`src/hdl/mcr_pkg.sv`:
```
// mcr_pkg: shared constants and types of the midpoint circle rasterizer
// no dependencies

package mcr_pkg;

  // default coordinate width of center, radius and offset fields
  localparam int CoordBitsDef = 12;

  // points emitted for one octant step
  localparam int PointsPerStep = 8;
  localparam int PointIdxW     = $clog2(PointsPerStep);

  // attribute widths
  localparam int ColorW = 32;
  localparam int AlphaW = 8;
  localparam int LayerW = 8;

  // item kind carried on the input tuser
  typedef enum logic {
    OP_LOAD = 1'b0,
    OP_STEP = 1'b1
  } opcode_e;

endpackage

```
`src/hdl/mcr_walker.sv`:
```
// mcr_walker: octant walker state of the midpoint circle rasterizer
// holds the latched circle and runs the error updates of one step per cycle; a live step waits for a free job slot
// depends on mcr_pkg

module mcr_walker #(
  parameter int COORD_BITS = mcr_pkg::CoordBitsDef
) (
  input  logic                             clk_i,
  input  logic                             rst_ni,
  // registered input item
  input  logic                             item_valid_i,
  output logic                             item_ready_o,
  input  mcr_pkg::opcode_e                 opcode_i,
  input  logic [COORD_BITS-1:0]            center_row_i,
  input  logic [COORD_BITS-1:0]            center_col_i,
  input  logic [COORD_BITS-1:0]            radius_i,
  input  logic [COORD_BITS-1:0]            row_offset_i,
  input  logic [COORD_BITS-1:0]            col_offset_i,
  input  logic [mcr_pkg::ColorW-1:0]       color_i,
  input  logic [mcr_pkg::AlphaW-1:0]       alpha_i,
  input  logic [mcr_pkg::LayerW-1:0]       layer_i,
  // step job toward the emitter
  output logic                             job_valid_o,
  input  logic                             job_ready_i,
  output logic [COORD_BITS:0]              job_x_o,
  output logic [COORD_BITS:0]              job_y_o,
  output logic [COORD_BITS+1:0]            job_base_row_o,
  output logic [COORD_BITS+1:0]            job_base_col_o,
  output logic [mcr_pkg::ColorW-1:0]       job_color_o,
  output logic [mcr_pkg::AlphaW-1:0]       job_alpha_o,
  output logic [mcr_pkg::LayerW-1:0]       job_layer_o,
  output logic                             job_done_o
);
  import mcr_pkg::*;

  localparam int PosW  = COORD_BITS + 1;
  localparam int StepW = COORD_BITS + 2;
  localparam int ErrW  = COORD_BITS + 4;
  localparam int BaseW = COORD_BITS + 2;

  logic [PosW-1:0]   pos_x_q, pos_x_d, pos_y_q, pos_y_d;
  logic [StepW-1:0]  step_dx_q, step_dx_d, step_dy_q, step_dy_d;
  logic [ErrW-1:0]   err_q, err_d;
  logic [PosW-1:0]   diam_q, diam_d;
  logic [BaseW-1:0]  base_row_q, base_row_d, base_col_q, base_col_d;
  logic [ColorW-1:0] color_q, color_d;
  logic [AlphaW-1:0] alpha_q, alpha_d;
  logic [LayerW-1:0] layer_q, layer_d;

  logic              active;
  logic              is_step;
  logic              take;
  logic [PosW-1:0]   y1, x2;
  logic [StepW-1:0]  dy1, dx2;
  logic [ErrW-1:0]   err1, err2;

  // walker is still on the outline while x >= y
  assign active  = !($signed(pos_x_q) < $signed(pos_y_q));
  assign is_step = (opcode_i == OP_STEP);

  // first update: move along y while the error is not positive
  always_comb begin
    y1   = pos_y_q;
    err1 = err_q;
    dy1  = step_dy_q;
    if ($signed(err_q) <= 0) begin
      y1   = pos_y_q + PosW'(1);
      err1 = err_q + {{(ErrW-StepW){1'b0}}, step_dy_q};
      dy1  = step_dy_q + StepW'(2);
    end
  end

  // second update: step x inward once the error turns positive
  always_comb begin
    x2   = pos_x_q;
    err2 = err1;
    dx2  = step_dx_q;
    if ($signed(err1) > 0) begin
      x2   = pos_x_q - PosW'(1);
      dx2  = step_dx_q + StepW'(2);
      err2 = err1 + {{(ErrW-StepW){1'b0}}, dx2} - {{(ErrW-PosW){1'b0}}, diam_q};
    end
  end

  // loads and finished steps never wait; live steps need a free job slot
  assign item_ready_o = !is_step || !active || job_ready_i;
  assign take         = item_valid_i && item_ready_o;
  assign job_valid_o  = item_valid_i && is_step && active;

  // job payload: current point and latched attributes
  assign job_x_o        = pos_x_q;
  assign job_y_o        = pos_y_q;
  assign job_base_row_o = base_row_q;
  assign job_base_col_o = base_col_q;
  assign job_color_o    = color_q;
  assign job_alpha_o    = alpha_q;
  assign job_layer_o    = layer_q;
  assign job_done_o     = $signed(x2) < $signed(y1);

  // next state of the walker
  always_comb begin
    pos_x_d    = pos_x_q;
    pos_y_d    = pos_y_q;
    step_dx_d  = step_dx_q;
    step_dy_d  = step_dy_q;
    err_d      = err_q;
    diam_d     = diam_q;
    base_row_d = base_row_q;
    base_col_d = base_col_q;
    color_d    = color_q;
    alpha_d    = alpha_q;
    layer_d    = layer_q;
    if (take) begin
      if (!is_step) begin
        diam_d     = {radius_i, 1'b0};
        pos_x_d    = {1'b0, radius_i} - PosW'(1);
        pos_y_d    = '0;
        step_dx_d  = StepW'(1);
        step_dy_d  = StepW'(1);
        err_d      = ErrW'(1) - {{(ErrW-PosW){1'b0}}, radius_i, 1'b0};
        base_row_d = {2'b00, row_offset_i} + {2'b00, center_row_i};
        base_col_d = {2'b00, col_offset_i} + {2'b00, center_col_i};
        color_d    = color_i;
        alpha_d    = alpha_i;
        layer_d    = layer_i;
      end else if (active) begin
        pos_x_d   = x2;
        pos_y_d   = y1;
        step_dx_d = dx2;
        step_dy_d = dy1;
        err_d     = err2;
      end
    end
  end

  // walker state registers
  always_ff @(posedge clk_i or negedge rst_ni) begin
    if (!rst_ni) begin
      pos_x_q    <= '0;
      pos_y_q    <= '0;
      step_dx_q  <= StepW'(1);
      step_dy_q  <= StepW'(1);
      err_q      <= '0;
      diam_q     <= '0;
      base_row_q <= '0;
      base_col_q <= '0;
      color_q    <= '0;
      alpha_q    <= '0;
      layer_q    <= '0;
    end else begin
      pos_x_q    <= pos_x_d;
      pos_y_q    <= pos_y_d;
      step_dx_q  <= step_dx_d;
      step_dy_q  <= step_dy_d;
      err_q      <= err_d;
      diam_q     <= diam_d;
      base_row_q <= base_row_d;
      base_col_q <= base_col_d;
      color_q    <= color_d;
      alpha_q    <= alpha_d;
      layer_q    <= layer_d;
    end
  end

endmodule

```
`src/hdl/mcr_emitter.sv`:
```
// mcr_emitter: holds one step job and sends its eight symmetric points
// through a registered output stage, one point per cycle while the receiver is ready
// depends on mcr_pkg

module mcr_emitter #(
  parameter int COORD_BITS = mcr_pkg::CoordBitsDef
) (
  input  logic                             clk_i,
  input  logic                             rst_ni,
  // step job from the walker
  input  logic                             job_valid_i,
  output logic                             job_ready_o,
  input  logic [COORD_BITS:0]              job_x_i,
  input  logic [COORD_BITS:0]              job_y_i,
  input  logic [COORD_BITS+1:0]            job_base_row_i,
  input  logic [COORD_BITS+1:0]            job_base_col_i,
  input  logic [mcr_pkg::ColorW-1:0]       job_color_i,
  input  logic [mcr_pkg::AlphaW-1:0]       job_alpha_i,
  input  logic [mcr_pkg::LayerW-1:0]       job_layer_i,
  input  logic                             job_done_i,
  // registered point output
  output logic                             pix_valid_o,
  input  logic                             pix_ready_i,
  output logic [COORD_BITS+2:0]            pixel_row_o,
  output logic [COORD_BITS+2:0]            pixel_col_o,
  output logic [mcr_pkg::ColorW-1:0]       pixel_color_o,
  output logic [mcr_pkg::AlphaW-1:0]       pixel_alpha_o,
  output logic [mcr_pkg::LayerW-1:0]       pixel_layer_o,
  output logic                             last_of_step_o,
  output logic                             circle_done_o
);
  import mcr_pkg::*;

  localparam int PosW  = COORD_BITS + 1;
  localparam int BaseW = COORD_BITS + 2;
  localparam int OutW  = COORD_BITS + 3;

  // job holding register
  logic                 job_vld_q, job_vld_d;
  logic [PointIdxW-1:0] idx_q, idx_d;
  logic [PosW-1:0]      x_q, y_q;
  logic [BaseW-1:0]     brow_q, bcol_q;
  logic [ColorW-1:0]    color_q;
  logic [AlphaW-1:0]    alpha_q;
  logic [LayerW-1:0]    layer_q;
  logic                 done_q;

  // output register
  logic                 out_vld_q, out_vld_d;
  logic [OutW-1:0]      row_q, col_q;
  logic [ColorW-1:0]    ocolor_q;
  logic [AlphaW-1:0]    oalpha_q;
  logic [LayerW-1:0]    olayer_q;
  logic                 olast_q, odone_q;

  logic                 out_load;
  logic                 last_pt;
  logic                 job_take;
  logic [OutW-1:0]      xe, ye, nx, ny, drow, dcol, row_d, col_d;

  assign out_load    = job_vld_q && (!out_vld_q || pix_ready_i);
  assign last_pt     = (idx_q == PointIdxW'(PointsPerStep - 1));
  assign job_ready_o = !job_vld_q || (out_load && last_pt);
  assign job_take    = job_valid_i && job_ready_o;

  // sign-extended octant point and its negations
  assign xe = {{(OutW-PosW){x_q[PosW-1]}}, x_q};
  assign ye = {{(OutW-PosW){y_q[PosW-1]}}, y_q};
  assign nx = OutW'(0) - xe;
  assign ny = OutW'(0) - ye;

  // symmetric point order: (x,y) (y,x) (-y,x) (-x,y) (-x,-y) (-y,-x) (y,-x) (x,-y)
  always_comb begin
    case (idx_q)
      3'd0:    begin drow = xe; dcol = ye; end
      3'd1:    begin drow = ye; dcol = xe; end
      3'd2:    begin drow = ny; dcol = xe; end
      3'd3:    begin drow = nx; dcol = ye; end
      3'd4:    begin drow = nx; dcol = ny; end
      3'd5:    begin drow = ny; dcol = nx; end
      3'd6:    begin drow = ye; dcol = nx; end
      default: begin drow = xe; dcol = ny; end
    endcase
  end

  assign row_d = {{(OutW-BaseW){1'b0}}, brow_q} + drow;
  assign col_d = {{(OutW-BaseW){1'b0}}, bcol_q} + dcol;

  // job slot and point counter
  always_comb begin
    job_vld_d = job_vld_q;
    idx_d     = idx_q;
    if (out_load) begin
      idx_d = idx_q + PointIdxW'(1);
      if (last_pt) begin
        job_vld_d = 1'b0;
      end
    end
    if (job_take) begin
      job_vld_d = 1'b1;
      idx_d     = '0;
    end
  end

  // output stage valid
  always_comb begin
    out_vld_d = out_vld_q;
    if (out_load) begin
      out_vld_d = 1'b1;
    end else if (pix_ready_i) begin
      out_vld_d = 1'b0;
    end
  end

  // control registers
  always_ff @(posedge clk_i or negedge rst_ni) begin
    if (!rst_ni) begin
      job_vld_q <= 1'b0;
      idx_q     <= '0;
      out_vld_q <= 1'b0;
    end else begin
      job_vld_q <= job_vld_d;
      idx_q     <= idx_d;
      out_vld_q <= out_vld_d;
    end
  end

  // job payload capture
  always_ff @(posedge clk_i) begin
    if (job_take) begin
      x_q     <= job_x_i;
      y_q     <= job_y_i;
      brow_q  <= job_base_row_i;
      bcol_q  <= job_base_col_i;
      color_q <= job_color_i;
      alpha_q <= job_alpha_i;
      layer_q <= job_layer_i;
      done_q  <= job_done_i;
    end
  end

  // output payload capture
  always_ff @(posedge clk_i) begin
    if (out_load) begin
      row_q    <= row_d;
      col_q    <= col_d;
      ocolor_q <= color_q;
      oalpha_q <= alpha_q;
      olayer_q <= layer_q;
      olast_q  <= last_pt;
      odone_q  <= last_pt && done_q;
    end
  end

  assign pix_valid_o    = out_vld_q;
  assign pixel_row_o    = row_q;
  assign pixel_col_o    = col_q;
  assign pixel_color_o  = ocolor_q;
  assign pixel_alpha_o  = oalpha_q;
  assign pixel_layer_o  = olayer_q;
  assign last_of_step_o = olast_q;
  assign circle_done_o  = odone_q;

endmodule

```
`src/hdl/midpoint_circle_rasterizer_top.sv`:
```
// Midpoint circle outline rasterizer. A load item (tuser 0) latches center, radius,
// offsets and pixel attributes; each step item (tuser 1) emits the eight symmetric
// outline points of the current octant point, then advances the walker. A step after
// the outline is finished, and every load, emits nothing. A step that emits sends
// its points one per cycle through the single output register while the receiver
// is ready. One further item can wait in the input register while points are sent;
// a step that finds the emitter busy holds the input until the last point of the
// current step is loaded, so steps stream with no gaps on the output. With the
// emitter idle, the first point of a step passes from the input register through the
// job holding register into the output register before it is presented.
// depends on mcr_pkg, mcr_walker, mcr_emitter

module midpoint_circle_rasterizer_top #(
  parameter int  COORD_BITS = mcr_pkg::CoordBitsDef,
  localparam int InDataW  = ((5 * COORD_BITS + 48 + 7) / 8) * 8,
  localparam int OutDataW = ((2 * (COORD_BITS + 3) + 48 + 7) / 8) * 8
) (
  input  logic                clk_i,
  input  logic                rst_ni,
  // input stream
  input  logic                s_axis_tvalid,
  output logic                s_axis_tready,
  // center_row, center_col, radius, row_offset, col_offset, color, alpha, layer
  input  logic [InDataW-1:0]  s_axis_tdata,
  // opcode
  input  logic                s_axis_tuser,
  // output stream
  output logic                m_axis_tvalid,
  input  logic                m_axis_tready,
  // pixel_row, pixel_col, pixel_color, pixel_alpha, pixel_layer
  output logic [OutDataW-1:0] m_axis_tdata,
  // last_of_step
  output logic                m_axis_tlast,
  // circle_done
  output logic                m_axis_tuser
);
  import mcr_pkg::*;

  localparam int C     = COORD_BITS;
  localparam int OutW  = COORD_BITS + 3;
  localparam int OutRawW = 2 * OutW + ColorW + AlphaW + LayerW;

  // input register
  logic                in_vld_q, in_vld_d;
  opcode_e             op_q;
  logic [C-1:0]        crow_q, ccol_q, rad_q, roff_q, coff_q;
  logic [ColorW-1:0]   color_q;
  logic [AlphaW-1:0]   alpha_q;
  logic [LayerW-1:0]   layer_q;
  logic                in_take;

  // walker to emitter
  logic                item_ready;
  logic                job_valid, job_ready, job_done;
  logic [C:0]          job_x, job_y;
  logic [C+1:0]        job_brow, job_bcol;
  logic [ColorW-1:0]   job_color;
  logic [AlphaW-1:0]   job_alpha;
  logic [LayerW-1:0]   job_layer;

  // emitter outputs
  logic [OutW-1:0]     pix_row, pix_col;
  logic [ColorW-1:0]   pix_color;
  logic [AlphaW-1:0]   pix_alpha;
  logic [LayerW-1:0]   pix_layer;

  assign s_axis_tready = !in_vld_q || item_ready;
  assign in_take       = s_axis_tvalid && s_axis_tready;

  // input stage valid
  always_comb begin
    in_vld_d = in_vld_q;
    if (in_take) begin
      in_vld_d = 1'b1;
    end else if (item_ready) begin
      in_vld_d = 1'b0;
    end
  end

  always_ff @(posedge clk_i or negedge rst_ni) begin
    if (!rst_ni) begin
      in_vld_q <= 1'b0;
    end else begin
      in_vld_q <= in_vld_d;
    end
  end

  // unpack the transaction into the input register
  always_ff @(posedge clk_i) begin
    if (in_take) begin
      op_q    <= opcode_e'(s_axis_tuser);
      crow_q  <= s_axis_tdata[C-1:0];
      ccol_q  <= s_axis_tdata[2*C-1:C];
      rad_q   <= s_axis_tdata[3*C-1:2*C];
      roff_q  <= s_axis_tdata[4*C-1:3*C];
      coff_q  <= s_axis_tdata[5*C-1:4*C];
      color_q <= s_axis_tdata[5*C+ColorW-1:5*C];
      alpha_q <= s_axis_tdata[5*C+ColorW+AlphaW-1:5*C+ColorW];
      layer_q <= s_axis_tdata[5*C+ColorW+AlphaW+LayerW-1:5*C+ColorW+AlphaW];
    end
  end

  mcr_walker #(
    .COORD_BITS (COORD_BITS)
  ) u_walker (
    .clk_i          (clk_i),
    .rst_ni         (rst_ni),
    .item_valid_i   (in_vld_q),
    .item_ready_o   (item_ready),
    .opcode_i       (op_q),
    .center_row_i   (crow_q),
    .center_col_i   (ccol_q),
    .radius_i       (rad_q),
    .row_offset_i   (roff_q),
    .col_offset_i   (coff_q),
    .color_i        (color_q),
    .alpha_i        (alpha_q),
    .layer_i        (layer_q),
    .job_valid_o    (job_valid),
    .job_ready_i    (job_ready),
    .job_x_o        (job_x),
    .job_y_o        (job_y),
    .job_base_row_o (job_brow),
    .job_base_col_o (job_bcol),
    .job_color_o    (job_color),
    .job_alpha_o    (job_alpha),
    .job_layer_o    (job_layer),
    .job_done_o     (job_done)
  );

  mcr_emitter #(
    .COORD_BITS (COORD_BITS)
  ) u_emitter (
    .clk_i          (clk_i),
    .rst_ni         (rst_ni),
    .job_valid_i    (job_valid),
    .job_ready_o    (job_ready),
    .job_x_i        (job_x),
    .job_y_i        (job_y),
    .job_base_row_i (job_brow),
    .job_base_col_i (job_bcol),
    .job_color_i    (job_color),
    .job_alpha_i    (job_alpha),
    .job_layer_i    (job_layer),
    .job_done_i     (job_done),
    .pix_valid_o    (m_axis_tvalid),
    .pix_ready_i    (m_axis_tready),
    .pixel_row_o    (pix_row),
    .pixel_col_o    (pix_col),
    .pixel_color_o  (pix_color),
    .pixel_alpha_o  (pix_alpha),
    .pixel_layer_o  (pix_layer),
    .last_of_step_o (m_axis_tlast),
    .circle_done_o  (m_axis_tuser)
  );

  // pack the output transaction, zero padded to whole bytes
  assign m_axis_tdata = {{(OutDataW-OutRawW){1'b0}},
                         pix_layer, pix_alpha, pix_color, pix_col, pix_row};

  // done flag only on the closing point of a step
  a_done_on_last: assert property (@(posedge clk_i) disable iff (!rst_ni)
    m_axis_tvalid && m_axis_tuser |-> m_axis_tlast)
    else $error("circle_done without last_of_step");

  // input side stalls only while an item waits in the input register
  a_stall_has_item: assert property (@(posedge clk_i) disable iff (!rst_ni)
    !s_axis_tready |-> in_vld_q)
    else $error("input stalled with empty input register");

  // a step that emits is consumed only when the emitter takes its job
  a_step_to_job: assert property (@(posedge clk_i) disable iff (!rst_ni)
    in_vld_q && item_ready && job_valid |-> job_ready)
    else $error("emitting step consumed without job slot");

  // a job handed over has a point on offer after the job holding and output registers
  a_job_emits: assert property (@(posedge clk_i) disable iff (!rst_ni)
    job_valid && job_ready |=> ##1 m_axis_tvalid)
    else $error("job accepted but no point loaded");

endmodule

```
`config.mk`:
```
export PLATFORM = sky130hd
export DESIGN_NAME = midpoint_circle_rasterizer_top
export DESIGN_NICKNAME = d
export VERILOG_FILES = /design/src/hdl/mcr_pkg.sv /design/src/hdl/mcr_walker.sv /design/src/hdl/mcr_emitter.sv /design/src/hdl/midpoint_circle_rasterizer_top.sv
export SDC_FILE = /design/constraint.sdc
export NUM_CORES = 1
export LEC_CHECK = 0
export BUFFER_PORTS_ARGS = -buffer_cell sky130_fd_sc_hd__buf_4
export CORE_MARGIN = 1
export CORE_UTILIZATION = 51
export DETAILED_ROUTE_END_ITERATION = 6
export GPL_TIMING_DRIVEN = 1
export PLACE_DENSITY = 0.72
export SLEW_MARGIN = 20
export SYNTH_ARGS = -nofsm -noshare
export SYNTH_HDL_FRONTEND = slang
export SYNTH_HIERARCHICAL = 1
export SYNTH_SLANG_ARGS = --single-unit
export TNS_END_PERCENT = 1
```
`constraint.sdc`:
```
create_clock -name clk_i -period 5 [get_ports clk_i]
set_input_delay 1 -clock clk_i [delete_from_list [all_inputs] [get_ports clk_i]]
set_output_delay 1 -clock clk_i [all_outputs]
set_load 0.02 [all_outputs]
```
==> impl_metrics.env, run 1 <==
export IMPL_power_switching_w=0.00778
export IMPL_power_frac_clock_pct=18.7
export IMPL_fin_area_sq_mm=0.0275
export IMPL_ys_seq_area_share_pct=56.1
export IMPL_ir_drop_mv=0.453
export IMPL_min_delay_path_class="reg2reg"
export IMPL_pwr_density_cell_mw_per_mm2=707
export IMPL_seq_power_share_pct=30.9
export IMPL_drv_cap=0
export IMPL_fp_dieH_um=214
export IMPL_crit_top_cell="o21ai_1"
export IMPL_drt_total_wl_mm=57.3
export IMPL_slowest_stage="dfstp_2"
export IMPL_dpl_instance_area_sq_mm=0.0257
export IMPL_slew_headroom_pct=26.0
export IMPL_rsz0062_at_grt="yes"
export IMPL_die_area_sq_mm=0.0457
export IMPL_dp_cells=2870
export IMPL_r2r_end="u_emitter/done_q"
export IMPL_worst_hold_slack_ns=0.410
export IMPL_p_comb_share_pct=50.3
export IMPL_cp_max_fo=4
export IMPL_max_freq_mhz=188
export IMPL_rows=77
export IMPL_core_sq_mm=0.0442
export IMPL_antenna_found_initial=2
export IMPL_crit_family="compound AO/OA/AOI/OAI gates"
export IMPL_clock_path_buffers=3
export IMPL_cts_hold_buf=0
export IMPL_ant_nets=0
export IMPL_io_buffers=194
export IMPL_power_leakage_nw=11.6
export IMPL_multi_input_area_sq_mm=0.00950
export IMPL_grt_usage_pct=25.2
export IMPL_cp_arrival_ns=5.67
export IMPL_synth_top_flop_cell="edfxtp_1"
export IMPL_end_kind="register"
export IMPL_layout_common_cells="nand2_1 (325), buf_4 (317), edfxtp_1 (292)"
export IMPL_rrSetupSlack_ns=-0.31
export IMPL_drt_iter0_drc=1112
export IMPL_cts_root_buf="clkbuf_16"
export IMPL_vias=16600
export IMPL_finalHoldViolCount=0
export IMPL_finClkSkew_ns=0.0317
export IMPL_worst_path_stages=27
export IMPL_cts_tree="done"
export IMPL_synth_seq_cells=454
export IMPL_seq_area_sq_mm=0.0128
export IMPL_fillers=3495
export IMPL_grt_pass1_wl_mm=87.8
export IMPL_syn_to_final_growth_pct=20.2
export IMPL_grt_max_degree=107
export IMPL_synth_edff_count=292
export IMPL_period_share_pct=106
export IMPL_min_path_cells=0
export IMPL_finalCriticalPeriod_ns=5.31
export IMPL_p_sw_share_pct=40.0
export IMPL_ys_warn_count=6
export IMPL_postLayoutSetupSlackWorst_ns=-0.309
export IMPL_vias_per_cell=5.59
export IMPL_startpoint_type="register"
export IMPL_post_place_ws_ns=-0.625
export IMPL_grt_pass1_vias=16000
export IMPL_status="complete, but fails checks"
export IMPL_initial_core_util_pct=51.7
export IMPL_violations="setup timing"
export IMPL_place_gp_congestion=0.925
export IMPL_synth_area_sq_mm=0.0229
export IMPL_crit_end="u_emitter/done_q"
export IMPL_netlist_cell_type_count=103
export IMPL_cp_required_ns=5.36
export IMPL_clk_pin_slew_ns=0.06
export IMPL_worstRegToRegCells=27
export IMPL_critPathKind="reg2reg"
export IMPL_gr_total_overflow=0
export IMPL_insertion_delay_ns=0.61
export IMPL_path_buf_inv=1
export IMPL_fp_dieW_um=214
export IMPL_cts_sinks=454
export IMPL_drive_gt1_share_pct=19.7
export IMPL_numCtsBuffers=47
export IMPL_setup_viol=1
export IMPL_avgSynthCellArea_sq_um=11.2
export IMPL_drc=0
export IMPL_instances_no_fill=2965
export IMPL_syn_instance_count=2041
export IMPL_maxSlewViolCount=0
export IMPL_final_common_cell="nand2_1"
export IMPL_worst_slew_pin_slew_ns=1.10
export IMPL_critPathLaunch="u_walker/step_dy_q[0]"
export IMPL_place_hpwl_mm=41.2
export IMPL_r2r_start="u_walker/step_dy_q[0]"
export IMPL_fin_nets=2593
export IMPL_drt_pass1_iterations=5
export IMPL_diodes=0
export IMPL_htreeDepth=2
export IMPL_wl_per_cell_um=19.3
export IMPL_num_io_pins=201
export IMPL_max_stage_delay_ns=0.55
export IMPL_async_flop_share_pct=35.7
export IMPL_internal_power_w=0.0117
## metal layers
| layer | wire (um) | track usage (%) | share of wire, % |
|---|---|---|---|
| met1 | 23900 | 33.2 | 42 |
| met4 | 2140 | 10.6 | 3.7 |
| met2 | 27600 | 41.5 | 48 |
| met5 | 22 | 0 | 0.038 |
| met3 | 3560 | 3.98 | 6.2 |
## final cells by class
cell class | count | share of cell area [%]
clock inverters | 29 | 1.35
flip-flops and latches | 454 | 46.7
multi-input cells | 1420 | 34.6
clock buffers | 58 | 4.58
well taps | 592 | 2.69
inverters | 91 | 1.24
repair buffers | 321 | 8.92
## kinds of logic (layout without fill, tap and decap cells)
logic type,after synthesis,in the layout,synth area share (%)
fa+ha+maj,141,141,8.27
flops,454,454,56.1
other cells,2,4,0.0328
simple gates,673,673,13.7
mux,18,18,0.799
compound gates,462,462,13.5
buf+inv,169,499,2.96
xor+xnor,122,122,4.70
## power groups by stage
stage | clock network [W] | logic (W) | registers [W]
floorplan | 0 | 0.00634 | 0.00621
global placement | 0 | 0.00932 | 0.00603
detailed placement | 0 | 0.00952 | 0.00607
CTS | 0.00372 | 0.00967 | 0.00601
global route | 0.00386 | 0.0107 | 0.00614
finish | 0.00364 | 0.00977 | 0.00601
## synth_stat cells (5+ instances only)
master | count | share of area (%)
nand2_1 | 326 | 5.4
edfxtp_1 | 292 | 38
dfrtp_1 | 160 | 18
nor2_1 | 130 | 2.1
ha_1 | 124 | 6.8
o21ai_0 | 115 | 2.5
a21oi_1 | 104 | 2.3
inv_1 | 90 | 1.5
xnor2_1 | 75 | 2.9
clkbuf_1 | 60 | 0.98
xor2_1 | 46 | 1.8
nor3_1 | 45 | 0.98
nand3_1 | 29 | 0.63
o21a_1 | 28 | 0.92
nand2b_1 | 25 | 0.68
a21o_1 | 21 | 0.69
o31ai_1 | 20 | 0.66
or3_1 | 20 | 0.55
fa_1 | 17 | 1.5
a21boi_0 | 16 | 0.53
mux2i_1 | 16 | 0.70
nor2b_1 | 16 | 0.44
and3_1 | 15 | 0.41
o22ai_1 | 15 | 0.41
a211oi_1 | 14 | 0.46
o211ai_1 | 12 | 0.39
nor4_1 | 10 | 0.27
a22o_1 | 9 | 0.34
nand4_1 | 9 | 0.25
a22oi_1 | 8 | 0.26
o31a_1 | 8 | 0.31
or2_2 | 8 | 0.22
o221ai_1 | 7 | 0.27
buf_2 | 6 | 0.13
o21bai_1 | 6 | 0.20
o41ai_1 | 6 | 0.23
a221oi_1 | 5 | 0.19
and2_1 | 5 | 0.14
buf_4 | 5 | 0.16
## how the worst min path moves through the flow
stage	start	to	slack, ns
finish	u_emitter/color_q[30]	u_emitter/pixel_color_o[30]	0.41
CTS	rst_ni	u_walker/job_y_o[4]	0.42
global placement	u_emitter/color_q[0]	u_emitter/pixel_color_o[0]	0.40
floorplan	u_emitter/alpha_q[0]	u_emitter/pixel_alpha_o[0]	0.40
global route	u_emitter/color_q[4]	u_emitter/pixel_color_o[4]	0.42
detailed placement	u_emitter/alpha_q[0]	u_emitter/pixel_alpha_o[0]	0.40
## registers in the layout (all words and copies together), names as in the netlist, 13 cells and up
| signal | cells |
|---|---|
| u_emitter/bcol_q | 14 |
| u_emitter/x_q | 13 |
| u_walker/step_dy_q | 14 |
| u_emitter/y_q | 13 |
| u_walker/job_y_o | 13 |
| u_emitter/brow_q | 14 |
| u_emitter/color_q | 32 |
| color_q | 32 |
| u_walker/job_color_o | 32 |
| u_walker/err_q | 16 |
| u_walker/job_base_col_o | 13 |
| u_emitter/pixel_color_o | 32 |
| u_walker/step_dx_q | 14 |
| u_walker/job_x_o | 13 |
| u_walker/job_base_row_o | 13 |
| u_emitter/pixel_row_o | 15 |
| u_emitter/pixel_col_o | 15 |
## metrics by stage
step	utilization (%)	setup TNS [ns]	total power (W)
finish	62.2	-0.309	0.0194
global route	62.2	-0.583	0.0207
global placement	58.1	-0.582	0.0153
floorplan	-	-0.296	0.0126
CTS	62.1	-0.540	0.0194
detailed placement	58.1	-0.625	0.0156
## what timing repair did
| item | CTS | global route |
|---|---|---|
| cloned | 0 | 0 |
| endpoints found under the setup margin | 1 | 5 |
| pin swaps | 19 | 15 |
| gates resized for setup | 19 | 5 |
| buffers inserted | 6 | 2 |
(Power assumes the default switching activity.)
==> inputs of run 2 (changes only) <==
--- a/config.mk
+++ b/config.mk
@@ -5,12 +5,12 @@
 export SDC_FILE = /design/constraint.sdc
 export NUM_CORES = 1
 export LEC_CHECK = 0
-export BUFFER_PORTS_ARGS = -buffer_cell sky130_fd_sc_hd__buf_4
+export BUFFER_PORTS_ARGS = -buffer_cell sky130_fd_sc_hd__buf_2
 export CORE_MARGIN = 1
 export CORE_UTILIZATION = 51
 export DETAILED_ROUTE_END_ITERATION = 6
 export GPL_TIMING_DRIVEN = 1
-export PLACE_DENSITY = 0.72
+export PLACE_DENSITY = 0.69
 export SLEW_MARGIN = 20
 export SYNTH_ARGS = -nofsm -noshare
 export SYNTH_HDL_FRONTEND = slang
==> constraint.sdc (replaced) <==
create_clock -name clk_i -period 6.63 [get_ports clk_i]
set_input_delay 1.326 -clock clk_i [delete_from_list [all_inputs] [get_ports clk_i]]
set_output_delay 1.326 -clock clk_i [all_outputs]
set_load 0.02 [all_outputs]
==> impl_metrics.env, run 2 (synthesis results as in run 1) <==
export IMPL_status="finished, final reports clean"
export IMPL_clock_path_buffers=3
export IMPL_drive_gt1_share_pct=15.1
export IMPL_grt_max_degree=95
export IMPL_drt_total_wl_mm=55.2
export IMPL_seq_power_share_pct=32.7
export IMPL_p_comb_share_pct=48.2
export IMPL_min_path_cells=0
export IMPL_die_area_sq_mm=0.0457
export IMPL_p_sw_share_pct=40.7
export IMPL_clk_pin_slew_ns=0.06
export IMPL_finClkSkew_ns=0.0360
export IMPL_r2r_start="u_walker/step_dy_q[0]"
export IMPL_critPathKind="reg2reg"
export IMPL_postCtsSetupRepairBufs=0
export IMPL_startpoint_type="register"
export IMPL_cp_arrival_ns=6.57
export IMPL_cts_tree="done"
export IMPL_drv_cap=0
export IMPL_place_hpwl_mm=39.1
export IMPL_cts_resized=0
export IMPL_insertion_delay_ns=0.61
export IMPL_drt_pass1_iterations=6
export IMPL_rsz0062_at_grt="no"
export IMPL_initial_core_util_pct=51.7
export IMPL_slew_headroom_pct=24.8
export IMPL_cp_max_fo=7
export IMPL_r2r_end="u_emitter/done_q"
export IMPL_finalHoldViolCount=0
export IMPL_grt_usage_pct=24.1
export IMPL_worstRegToRegCells=27
export IMPL_internal_power_w=0.00827
export IMPL_grt_pass1_vias=15700
export IMPL_rrSetupSlack_ns=0.53
export IMPL_htreeDepth=2
export IMPL_ir_drop_mv=0.429
export IMPL_end_kind="register"
export IMPL_period_share_pct=92.0
export IMPL_power_frac_clock_pct=19.1
export IMPL_worst_slew_pin_slew_ns=1.12
export IMPL_fin_nets=2488
export IMPL_gr_total_overflow=0
export IMPL_place_gp_congestion=0.926
export IMPL_power_leakage_nw=10.8
export IMPL_layout_common_cells="nand2_1 (325), edfxtp_1 (292), buf_2 (193)"
export IMPL_finalCriticalPeriod_ns=6.10
export IMPL_antenna_found_initial=10
export IMPL_vias=16300
export IMPL_core_sq_mm=0.0442
export IMPL_cts_sinks=454
export IMPL_grt_pass1_wl_mm=84.7
export IMPL_hold_end="u_emitter/pixel_layer_o[0]"
export IMPL_cp_required_ns=7.11
export IMPL_fp_dieW_um=214
export IMPL_pwr_density_cell_mw_per_mm2=535
export IMPL_cts_root_buf="clkbuf_16"
export IMPL_power_switching_w=0.00567
export IMPL_fillers=3621
export IMPL_vias_per_cell=5.70
export IMPL_tns_ns=0
export IMPL_numCtsBuffers=47
export IMPL_syn_to_final_growth_pct=14.1
export IMPL_drt_iter0_drc=1356
export IMPL_fp_dieH_um=214
export IMPL_setup_viol=0
export IMPL_drc=0
export IMPL_rows=77
export IMPL_ant_nets=0
export IMPL_hold_start="u_emitter/layer_q[0]"
export IMPL_wl_per_cell_um=19.3
export IMPL_power_total_w=0.0139
export IMPL_num_io_pins=201
export IMPL_cts_hold_buf=0
export IMPL_io_buffers=194
export IMPL_max_freq_mhz=164
export IMPL_maxSlewViolCount=0
export IMPL_final_common_cell="nand2_1"
export IMPL_min_delay_path_class="reg2reg"
-- run 2: cell types whose count changed in the layout (fill, tap and decap cells not counted), sizes merged --
cell      before  now
diode          0    7
clkinv        17   12
clkbuf        58   66
clkinvlp       2    6
inv           95   92
buf          321  216
bufinv         6    3
-- run 2: worst max path at each step --
stage,cells past startpoint,slack [ns],endpoint,start
2_1_floorplan,29,1.26,u_emitter/done_q,u_walker/step_dy_q[0]
3_3_place_gp,27,0.63,u_emitter/done_q,u_walker/step_dy_q[0]
3_5_place_dp,27,0.51,u_emitter/done_q,u_walker/step_dy_q[0]
4_1_cts,27,0.51,u_emitter/done_q,u_walker/step_dy_q[0]
5_1_grt,27,0.06,u_emitter/done_q,u_walker/step_dy_q[0]
6_report,27,0.53,u_emitter/done_q,u_walker/step_dy_q[0]
-- run 2: metal layers --
metal  part of all wire (%)  wire (um)  GRT usage [%]
met2                     48      26600           39.2
met3                    5.9       3270           4.48
met4                    3.6       1970           10.2
met1                     42      23300           31.7
met5                  0.098         54              0
-- run 2: final cells by class --
cell class / count / area [sq um] / share of cell area, %
Antenna cell: 7 / 17.5 / 0.0671
Clock buffer: 66 / 1330 / 5.09
Clock inverter: 22 / 272 / 1.04
Inverter: 91 / 342 / 1.31
Multi-Input combinational cell: 1420 / 9420 / 36.1
Sequential cell: 454 / 12800 / 49.2
Tap cell: 592 / 741 / 2.84
Timing Repair Buffer: 216 / 1140 / 4.38
-- run 2: worst max-delay path: stages (launching register included) --
cell and delay [ns]:
dfstp_2 0.52, ha_1 0.17, inv_1 0.06, fa_1 0.40, nand2b_1 0.18, a211oi_1 0.38
o31a_1 0.28, o211a_1 0.19, o21a_1 0.11, o21ai_0 0.09, xnor2_1 0.29, ha_1 0.20
o21ai_0 0.07, a221o_1 0.31, nor4_4 0.26, a41oi_4 0.26, and4b_1 0.30, xor2_1 0.15
ha_1 0.32, nor2b_1 0.13, o21ai_0 0.15, nand2b_1 0.07, a21oi_1 0.14, nor2b_1 0.05
o21ai_0 0.13, a31oi_1 0.17, a2111oi_0 0.37, a211o_1 0.19
-- run 2: stage by stage --
step	utilization [%]	instance area, sq um	cells	hold WS [ns]	setup slack [ns]
floorplan	-	22900	2043	0.400	1.26
global placement	55.3	24500	2773	0.401	0.634
detailed placement	55.3	24500	2773	0.405	0.507
CTS	58.9	26100	2861	0.407	0.509
global route	59.0	26100	2866	0.421	0.0555
finish	59.0	26100	2868	0.404	0.533
-- run 2: power by group through the flow --
stage,sequential [W],combinational (W),clock (W)
detailed placement,0.00461,0.00663,0
floorplan,0.00468,0.00478,0
global placement,0.00456,0.00648,0
global route,0.00465,0.00747,0.00282
CTS,0.00456,0.00669,0.00273
finish,0.00455,0.00673,0.00266
==> inputs of run 3 (changes only) <==
--- a/config.mk
+++ b/config.mk
@@ -11,6 +11,7 @@
 export DETAILED_ROUTE_END_ITERATION = 6
 export GPL_TIMING_DRIVEN = 1
 export PLACE_DENSITY = 0.69
+export RECOVER_POWER = 100
 export SLEW_MARGIN = 20
 export SYNTH_ARGS = -nofsm -noshare
 export SYNTH_HDL_FRONTEND = slang
==> impl_metrics.env, run 3 (synthesis results as in run 1) <==
export IMPL_grt_pass1_vias=15700
export IMPL_die_area_sq_mm=0.0457
export IMPL_rrSetupSlack_ns=0.39
export IMPL_numCtsBuffers=47
export IMPL_setup_viol=0
export IMPL_ant_nets=0
export IMPL_cp_required_ns=7.10
export IMPL_rsz0062_at_grt="no"
export IMPL_clk_pin_slew_ns=0.06
export IMPL_r2r_start="u_emitter/idx_q[2]"
export IMPL_cp_max_fo=52
export IMPL_hold_end="u_emitter/pixel_layer_o[0]"
export IMPL_io_buffers=194
export IMPL_path_buf_inv=2
export IMPL_num_io_pins=201
export IMPL_drv_cap=12
export IMPL_max_stage_delay_ns=1.77
export IMPL_cts_tree="done"
export IMPL_critPathKind="reg2reg"
export IMPL_grt_max_degree=95
export IMPL_slowest_stage="clkbuf_1"
export IMPL_antenna_found_initial=10
export IMPL_min_delay_path_class="reg2reg"
export IMPL_finalHoldViolCount=0
export IMPL_ir_drop_mv=0.428
export IMPL_violations="capacitance limit, slew limit"
export IMPL_place_gp_congestion=0.926
export IMPL_postCtsSetupRepairBufs=0
export IMPL_fp_dieW_um=214
export IMPL_drt_pass1_iterations=7
export IMPL_drt_iter0_drc=1280
export IMPL_rows=77
export IMPL_core_sq_mm=0.0442
export IMPL_cts_sinks=454
export IMPL_max_freq_mhz=160
export IMPL_crit_top_cell="nand2_1"
export IMPL_htreeDepth=2
export IMPL_fp_dieH_um=214
export IMPL_status="complete, but fails checks"
export IMPL_cts_hold_buf=0
export IMPL_worst_hold_slack_ns=0.404
export IMPL_grt_usage_pct=24.1
export IMPL_initial_core_util_pct=51.7
export IMPL_power_leakage_nw=10.5
export IMPL_drt_total_wl_mm=55.4
export IMPL_crit_family="buffers and inverters"
export IMPL_slew_headroom_pct=-212
export IMPL_drc=0
export IMPL_final_util_pct=58.6
export IMPL_hold_start="u_emitter/layer_q[0]"
export IMPL_cp_arrival_ns=6.70
export IMPL_drive_gt1_share_pct=10.4
export IMPL_tns_ns=0
export IMPL_insertion_delay_ns=0.61
export IMPL_wl_per_cell_um=19.3
export IMPL_r2r_end="u_walker/err_q[10]"
export IMPL_worst_slew_pin_slew_ns=4.69
export IMPL_vias=16300
export IMPL_end_kind="register"
export IMPL_fillers=3676
export IMPL_worstRegToRegCells=10
export IMPL_vias_per_cell=5.70
export IMPL_gr_total_overflow=0
export IMPL_grt_pass1_wl_mm=84.7
export IMPL_final_common_cell="nand2_1"
export IMPL_cts_root_buf="clkbuf_16"
export IMPL_place_hpwl_mm=39.1
export IMPL_layout_common_cells="nand2_1 (327), edfxtp_1 (292), dfrtp_1 (160)"
export IMPL_syn_to_final_growth_pct=13.2
export IMPL_crit_chain="clkbuf_1, ha_1, nand2_1, nand2_1, o211ai_1, a21oi_4, clkbuf_1, nand2_1, a211oi_1, nor3_1"
export IMPL_clock_path_buffers=3
export IMPL_period_share_pct=94.0
export IMPL_maxSlewViolCount=587
export IMPL_pwr_density_cell_mw_per_mm2=537
export IMPL_fin_nets=2488
export IMPL_finClkSkew_ns=0.0390
export IMPL_finalCriticalPeriod_ns=6.24
export IMPL_min_path_cells=0
export IMPL_startpoint_type="register"
[run 3: power by group]
group          internal (W)  switching (W)
Sequential          0.00410       0.000477
Clock               0.00154        0.00113
Combinational       0.00259        0.00407
Total               0.00823        0.00568
[run 3: per-layer routing]
metal	GRT usage, %	wire, um
met5	0	54
met4	10.2	2020
met3	4.48	3020
met2	39.2	26700
met1	31.7	23600
[run 3: worst max-delay path by stage]
stage                          startpoint                  to  depth (start not counted)
global placement    u_walker/step_dy_q[0]    u_emitter/done_q                         27
CTS                 u_walker/step_dy_q[0]    u_emitter/done_q                         27
finish                 u_emitter/idx_q[2]  u_walker/err_q[10]                         10
floorplan           u_walker/step_dy_q[0]    u_emitter/done_q                         29
detailed placement  u_walker/step_dy_q[0]    u_emitter/done_q                         27
global route        u_walker/step_dy_q[0]    u_emitter/done_q                         27
[run 3: what timing repair did]
item                                   4_1_cts  5_1_grt
setup endpoints to repair                    0        1
endpoints found under the hold margin        0        0
resized for setup                            0        1
[run 3: final cells by class]
class	count	area, sq um	area share, %
flip-flops and latches	454	12800	49.5
multi-input cells	1420	9380	36.2
clock buffers	66	1330	5.13
repair buffers	216	993	3.84
well taps	592	741	2.86
inverters	91	342	1.32
clock inverters	22	272	1.05
diodes	7	17.5	0.0677
[run 3: through the flow]
| step | cell area (sq um) | instances | total power (W) | setup slack [ns] |
|---|---|---|---|---|
| floorplan | 22900 | 2043 | 0.00946 | 1.26 |
| global placement | 24500 | 2773 | 0.0110 | 0.634 |
| detailed placement | 24500 | 2773 | 0.0112 | 0.507 |
| CTS | 26100 | 2861 | 0.0140 | 0.509 |
| global route | 25900 | 2866 | 0.0149 | 0.0618 |
| finish | 25900 | 2868 | 0.0139 | 0.395 |
